<file path="config.mk">
export PLATFORM = sky130hd
export DESIGN_NAME = gbde_controller
export DESIGN_NICKNAME = d
export VERILOG_FILES = /design/src/rtl/core/gbde_pkg.sv /design/src/rtl/core/gbde_controller.sv
export SDC_FILE = /design/constraint.sdc
export NUM_CORES = 1
export LEC_CHECK = 0
export ABC_AREA = 1
export BUFFER_PORTS_ARGS = -buffer_cell sky130_fd_sc_hd__buf_2
export CORE_UTILIZATION = 48
export CTS_CLUSTER_SIZE = 30
export DETAILED_ROUTE_END_ITERATION = 8
export PLACE_DENSITY = 0.94
export SYNTH_ARGS = -nofsm -noshare
export SYNTH_HDL_FRONTEND = slang
export SYNTH_SLANG_ARGS = --single-unit
</file>
<file path="constraint.sdc">
create_clock -name aclk -period 3.4 [get_ports aclk]
set_input_delay 0.51 -clock aclk [delete_from_list [all_inputs] [get_ports aclk]]
set_output_delay 0.51 -clock aclk [all_outputs]
set_load 0.01 [all_outputs]
</file>
<file path="src/rtl/core/gbde_pkg.sv">
// Package for the graph traversal engine: vertex widths, operation codes,
// controller states and the controller/datapath command and status structs.
// No dependencies.
package gbde_pkg;

    localparam int VertexCount = 64;
    localparam int VertexWidth = 6;

    typedef logic [VertexWidth-1:0] vertex_t;
    typedef logic [VertexCount-1:0] row_t;

    typedef enum logic [2:0] {
        OP_ADD_EDGE = 3'd0,
        OP_TEST     = 3'd1,
        OP_LIST     = 3'd2,
        OP_TRAVERSE = 3'd3,
        OP_CLEAR    = 3'd4
    } op_t;

    typedef enum logic [3:0] {
        ST_IDLE,
        ST_DECODE,
        ST_ADD_WA,
        ST_ADD_WB,
        ST_TEST,
        ST_LIST_LOAD,
        ST_LIST_SCAN,
        ST_TRAV_POP,
        ST_TRAV_READ,
        ST_TRAV_LOAD,
        ST_TRAV_SCAN,
        ST_CLEAR,
        ST_EMIT
    } state_t;

    typedef struct packed {
        logic    load;        // capture the input beat
        logic    read_a;      // read row of first vertex
        logic    read_b;      // read row of second vertex
        logic    read_pop;    // read row of popped vertex
        logic    write_a;     // write read row with bit b set into row a
        logic    write_b;     // write read row with bit a set into row b
        logic    clear_step;  // zero one row, advance sweep
        logic    trav_init;   // reset store, push start vertex
        logic    pop;         // pop one vertex from the pending store
        logic    load_list;   // load scan row with the read row
        logic    load_trav;   // load scan row with the unvisited part of the read row
        logic    scan_list;   // emit next neighbour from the scan row
        logic    push_scan;   // push next fresh neighbour
        logic    set_test;    // form test result
        logic    set_none;    // form empty result
    } cmd_t;

    typedef struct packed {
        logic    op_valid;
        op_t     op;
        logic    scan_empty;
        logic    scan_last;
        logic    store_empty;
        logic    hit_stop;
        logic    clear_last;
    } stat_t;

endpackage

</file>
<file path="src/rtl/core/gbde_controller.sv">
// Controller state machine of the graph traversal engine. It sequences the
// datapath through commands and hands results to the output stage. Uses gbde_pkg.
module gbde_controller (
    input  logic              aclk,
    input  logic              aresetn,
    input  logic              in_valid,
    output logic              in_ready,
    input  gbde_pkg::stat_t   stat,
    output gbde_pkg::cmd_t    cmd,
    output logic              res_valid,
    output logic              res_last,
    input  logic              res_ready
);
    import gbde_pkg::*;

    state_t state_reg, state_next;
    state_t ret_reg, ret_next;
    logic   last_reg, last_next;

    // Reset enters the clearing sweep so the graph starts out empty.
    always_ff @(posedge aclk) begin
        if (!aresetn) begin
            state_reg <= ST_CLEAR;
            ret_reg   <= ST_IDLE;
            last_reg  <= 1'b0;
        end else begin
            state_reg <= state_next;
            ret_reg   <= ret_next;
            last_reg  <= last_next;
        end
    end

    always_comb begin
        state_next = state_reg;
        ret_next   = ret_reg;
        last_next  = last_reg;
        unique case (state_reg)
            ST_IDLE: begin
                if (in_valid) state_next = ST_DECODE;
            end
            ST_DECODE: begin
                if (!stat.op_valid) begin
                    state_next = ST_IDLE;
                end else begin
                    unique case (stat.op)
                        OP_ADD_EDGE: state_next = ST_ADD_WA;
                        OP_TEST:     state_next = ST_TEST;
                        OP_LIST:     state_next = ST_LIST_LOAD;
                        OP_TRAVERSE: state_next = ST_TRAV_POP;
                        OP_CLEAR:    state_next = ST_CLEAR;
                        default:     state_next = ST_IDLE;
                    endcase
                end
            end
            ST_ADD_WA: state_next = ST_ADD_WB;
            ST_ADD_WB: state_next = ST_IDLE;
            ST_TEST: begin
                state_next = ST_EMIT;
                ret_next   = ST_IDLE;
                last_next  = 1'b1;
            end
            ST_LIST_LOAD: state_next = ST_LIST_SCAN;
            ST_LIST_SCAN: begin
                state_next = ST_EMIT;
                if (stat.scan_empty || stat.scan_last) begin
                    ret_next  = ST_IDLE;
                    last_next = 1'b1;
                end else begin
                    ret_next  = ST_LIST_SCAN;
                    last_next = 1'b0;
                end
            end
            ST_TRAV_POP: state_next = ST_TRAV_READ;
            ST_TRAV_READ: state_next = ST_TRAV_LOAD;
            ST_TRAV_LOAD: begin
                if (stat.hit_stop) begin
                    state_next = ST_EMIT;
                    ret_next   = ST_IDLE;
                    last_next  = 1'b1;
                end else begin
                    state_next = ST_TRAV_SCAN;
                end
            end
            ST_TRAV_SCAN: begin
                if (stat.scan_empty) begin
                    state_next = ST_EMIT;
                    if (stat.store_empty) begin
                        ret_next  = ST_IDLE;
                        last_next = 1'b1;
                    end else begin
                        ret_next  = ST_TRAV_POP;
                        last_next = 1'b0;
                    end
                end
            end
            ST_CLEAR: if (stat.clear_last) state_next = ST_IDLE;
            ST_EMIT: if (res_ready) state_next = ret_reg;
            default: state_next = ST_IDLE;
        endcase
    end

    always_comb begin
        cmd       = '0;
        in_ready  = 1'b0;
        res_valid = 1'b0;
        res_last  = last_reg;
        unique case (state_reg)
            ST_IDLE: begin
                in_ready = 1'b1;
                cmd.load = in_valid;
            end
            ST_DECODE: begin
                if (stat.op_valid) begin
                    unique case (stat.op) inside
                        OP_ADD_EDGE, OP_TEST, OP_LIST: cmd.read_a = 1'b1;
                        OP_TRAVERSE: cmd.trav_init = 1'b1;
                        default: ;
                    endcase
                end
            end
            ST_ADD_WA: begin
                cmd.write_a = 1'b1;
                cmd.read_b  = 1'b1;
            end
            ST_ADD_WB: cmd.write_b = 1'b1;
            ST_TEST: cmd.set_test = 1'b1;
            ST_LIST_LOAD: cmd.load_list = 1'b1;
            ST_LIST_SCAN: begin
                if (stat.scan_empty) cmd.set_none = 1'b1;
                else cmd.scan_list = 1'b1;
            end
            ST_TRAV_POP: cmd.pop = 1'b1;
            ST_TRAV_READ: cmd.read_pop = 1'b1;
            ST_TRAV_LOAD: cmd.load_trav = !stat.hit_stop;
            ST_TRAV_SCAN: cmd.push_scan = !stat.scan_empty;
            ST_CLEAR: cmd.clear_step = 1'b1;
            ST_EMIT: res_valid = 1'b1;
            default: ;
        endcase
    end

    a_one_side: assert property (@(posedge aclk) disable iff (!aresetn)
        !(in_ready && res_valid));
    a_hold_result: assert property (@(posedge aclk) disable iff (!aresetn)
        res_valid && !res_ready |=> res_valid && $stable(res_last));
    a_busy_after_accept: assert property (@(posedge aclk) disable iff (!aresetn)
        in_valid && in_ready |=> !in_ready);
endmodule

</file>
== Word level (Yosys, flattened, before mapping) ==
Cells that the tools add are included.
Operators by class
  reduce and logical (&&, ||, !) cells: 10
  mux-type cells: 40
  equal/unequal tests: 21
Operators with widths (count)
  $pmux W4 S11: 1
  $mux W4: 7
  $mux W1: 26
  $eq A4 B4 Y1 const B: 5
  $pmux W4 S5: 1
  $eq A4 B3 Y1 const B: 4
  $pmux W4 S4: 1
  $ne A2 B2 Y1 const B: 5
  $mux W3: 3
  $eq A4 B2 Y1 const B: 2
  $eq A3 B2 Y1 const B: 2
  $eq A4 B1 Y1 const B: 1
  $logic_not A4 Y1: 1
  $pmux W1 S4: 1
  $reduce_and A4 Y1: 1
  $reduce_bool A4 Y1: 1
  $eq A3 B1 Y1 const B: 1
  $eq A3 B3 Y1 const B: 1
  $logic_not A3 Y1: 1
  $reduce_and A3 Y1: 1
  $reduce_or A3 Y1: 1
  $logic_not A1 Y1: 2
  $reduce_or A2 Y1: 1
  $logic_or A1 B1 Y1: 1
Storage, ports and cells
  input port bits: 13
  register bits: 9
  word-level logic and storage cells: 74
  output and inout bits: 18

== Longest topological paths before layout ==
  word-level depth: 5
  mapped depth: 9
  gate-level depth less buffers: 9

== Worst setup path after synthesis ==
No wires, ideal clock.
  path kind: register -> output
  start point: register state_reg[0]
  end point: output port cmd[13] in the netlist's numbering
  buffers on the path: 0
  data required time: 2.890 ns
  stages on the path, launching flop included: 5
  path slack: 1.783 ns
  arrival time: 1.107 ns
  cells stage by stage: dfxtp_1 > nand2_1 > nor2_2 > nand2_2 > nor3b_1
RTL lines
  from (decl): RTL line gbde_controller.sv:16  | state_t state_reg, state_next;
  from (signal assigned): RTL line gbde_controller.sv:27  | state_reg <= state_next;
  to (decl): RTL line gbde_controller.sv:9  | output gbde_pkg::cmd_t cmd,

==> key figures <==
Setup path
  • Slowest Stage Delay on Critical Path: between 300 and 400 ps
  • WS Path Type: flop to output pin
  • CP bufs+invs: 2
  • Crit path max fanout: 5
  • Critical Path RT: ~2900 ps
  • Worst path slowest cell: dfxtp_1
  • Crit-path leading delay family: simple AND/OR/NAND/NOR gates
  • Critical path launch point type: flop
  • Crit-path cells: inv_1 -> nand2_1 -> nor2_2 -> nand2_2 -> nor3b_1 -> buf_2
  • Critical path arrival: 1570 ps
  • CP Capture Type: output pin

Hold path
  • HP Class: input port to flop

Timing
  • Setup TNS: 0 ps
  • Final worst slack: between 1000 and 1500 ps
  • Final setup fails: 0
  • Min cycle time layout: a little over 2000 ps
  • Worst-margin pin slew: between 200 and 300 ps
  • Clock Skew: about 6.8 ps
  • Slew Limit Fails: 0
  • Slew headroom: 0.832
  • Final Cycle Share: 0.611
  • FMAX: approximately 480 MHz
  • RSZ-0062 raised after global routing: no
  • Final Hold Vio Count: 0

CTS
  • Maximum clock path buffer count: 2
  • Post-CTS setup buffer count: 0
  • CTS buffer count: 3
  • Sink Count: 7
  • CTS root buf: clkbuf_4
  • Clock slew at reported path FFs: roughly 60 ps
  • Hold-fix buffers, CTS: 0
  • Clk Latency, worst-skew pair: around 260 ps
  • Post-CTS Resized: 0
  • H-tree Lvls: 1
  • CTS tree: done

Place
  • Placed cell area: 805 um2
  • Hpwl dp: roughly 1400 um
  • GP Congestion: ~0.85
  • Post-placement cell count: between 150 and 200
  • Port Buf Inserts: 30
  • Dpl ws: between 1500 and 2000 ps

Global routing
  • Antenna violations before repair: 0
  • GRT overflow: 0
  • Vias in the first global route: just over 700
  • GRT Util Overall: 0.272
  • Largest net degree at the start of global routing: 7
  • First-pass GRT wire length: around 2800 um

Yosys
  • Synthesis-stage register bit count: 7
  • Synthesized cell area: about 640 um2
  • Library cells used by synthesis: 18
  • Syn nets: roughly 140
  • Syn avg cell area: approximately 5.2 um2
  • Seq/Total Area, Yosys: 0.217
  • Yosys warns: 0
  • Synth Instances: between 100 and 150

Power
  • PD cells: between 600 and 700 nW/um2
  • P_leak: between 0.5 and 0.6 nW
  • Worst VDD drop: roughly 0.39 mV

Routing
  • Residual DRC count: 0
  • Total wire length: ~1800 um
  • DR pass1 iterations: 4
  • Vias per inst: about 5
  • Avg WL per Cell: 10.3 um
  • ANT nets after route: 0
  • Vias: 859
  • Initial DRC Count: 22

Finish
  • Layout cell share with drive strength beyond 1: 0.295
  • Layout area overhead: 28.9%
  • Final std cells w/o fill: 170
  • Fin nets: 170
  • Max reg flops: 4
  • Design area: between 800 and 900 um2
  • Antenna Diode Count: 0

Floorplan
  • Rows: 12
  • Die area: between 1000 and 1500 um2
  • Die X-Extent: 38.6 um
  • Core Region: around 1200 um2
  • I/O pin count: 31
  • Die Ht: ~39 um
  • Initial Util: 0.550

Job
  • Max-cap viol count: 0

Outcome
  • Status: finished clean
## Yosys cell counts
cell      number  share of area
nand2_1       38           0.22
nor2_1        24           0.14
inv_1         21           0.12
nor2_2         8          0.078
dfxtp_1        7           0.22
nand3_1        6          0.047
o21ai_0        5          0.039
a21oi_1        2          0.016
inv_2          2          0.012
nor3_1         2          0.016
a21oi_2        1          0.014
buf_4          1          0.012
nand2_2        1         0.0097
nand3b_1       1          0.012
nor3b_1        1          0.012
o211a_1        1          0.016
or2_1          1         0.0097
or2_2          1         0.0097
## worst paths after layout
check          startpoint           end  slack [ps]  depth (start not counted)
max          state_reg[2]       cmd[13]        1320                          6
min               aresetn  state_reg[3]         490                          2
max reg2reg  state_reg[3]      res_last        1990                          9
min reg2reg    ret_reg[1]    ret_reg[1]         490                          2
## placed cells by master, fill, tap and decap left out, drive strengths merged
master,n
o21ai,5
o211a,1
nor3b,1
buf,30
nor2,32
nand2,39
nand3,6
a21oi,3
or2,2
dfxtp,7
inv,23
nor3,2
clkbuf,4
nand3b,1
## worst register-to-register path, cell delays in order, from the launching register on
cell     delay, ps
dfxtp_1        410
inv_1           80
nor2_1         210
nand2_1        100
nor2_2         100
nor2_1          70
nor2_2         140
nand2_1        100
inv_1           60
nor2_1          40
## cell families (layout without fill, tap and decap cells)
logic type	Yosys count	in the layout	synth area share
DFF	7	7	0.217
AOI/OAI and AO/OA	9	9	0.0835
and+or+nand+nor	83	83	0.553
buffers and inverters	24	57	0.146
## cell type report
cell class,instances,area [um2]
multi-input cells,92,410
fillers,112,340
repair buffers,30,150
flip-flops and latches,7,140
inverters,23,86.3
clock buffers,4,26.3
well taps,14,17.5
## power by group
group           total, W  switching, W  internal, W
clock network  0.0000767     0.0000318    0.0000449
logic           0.000322      0.000212     0.000110
registers       0.000151     0.0000364     0.000114
total           0.000549      0.000280     0.000269
## metrics by stage
step | hold WS [ps] | utilization | power, W
4_1_cts | 480 | 0.709 | 0.000549
2_1_floorplan | 455 | - | 0.000377
6_report | 487 | 0.709 | 0.000549
3_3_place_gp | 479 | 0.687 | 0.000456
3_5_place_dp | 483 | 0.687 | 0.000470
5_1_grt | 488 | 0.709 | 0.000601
## metal layers
| layer | vias to the layer above | GRT usage | part of all wire |
|---|---|---|---|
| li1 | 434 | - | - |
| met1 | 361 | 0.292 | 0.39 |
| met2 | 57 | 0.479 | 0.48 |
| met3 | 7 | 0.104 | 0.11 |
| met4 | 0 | 0.0948 | 0.022 |
| met5 | - | 0 | 0 |
Note: power is estimated with default switching activity, not from simulation.
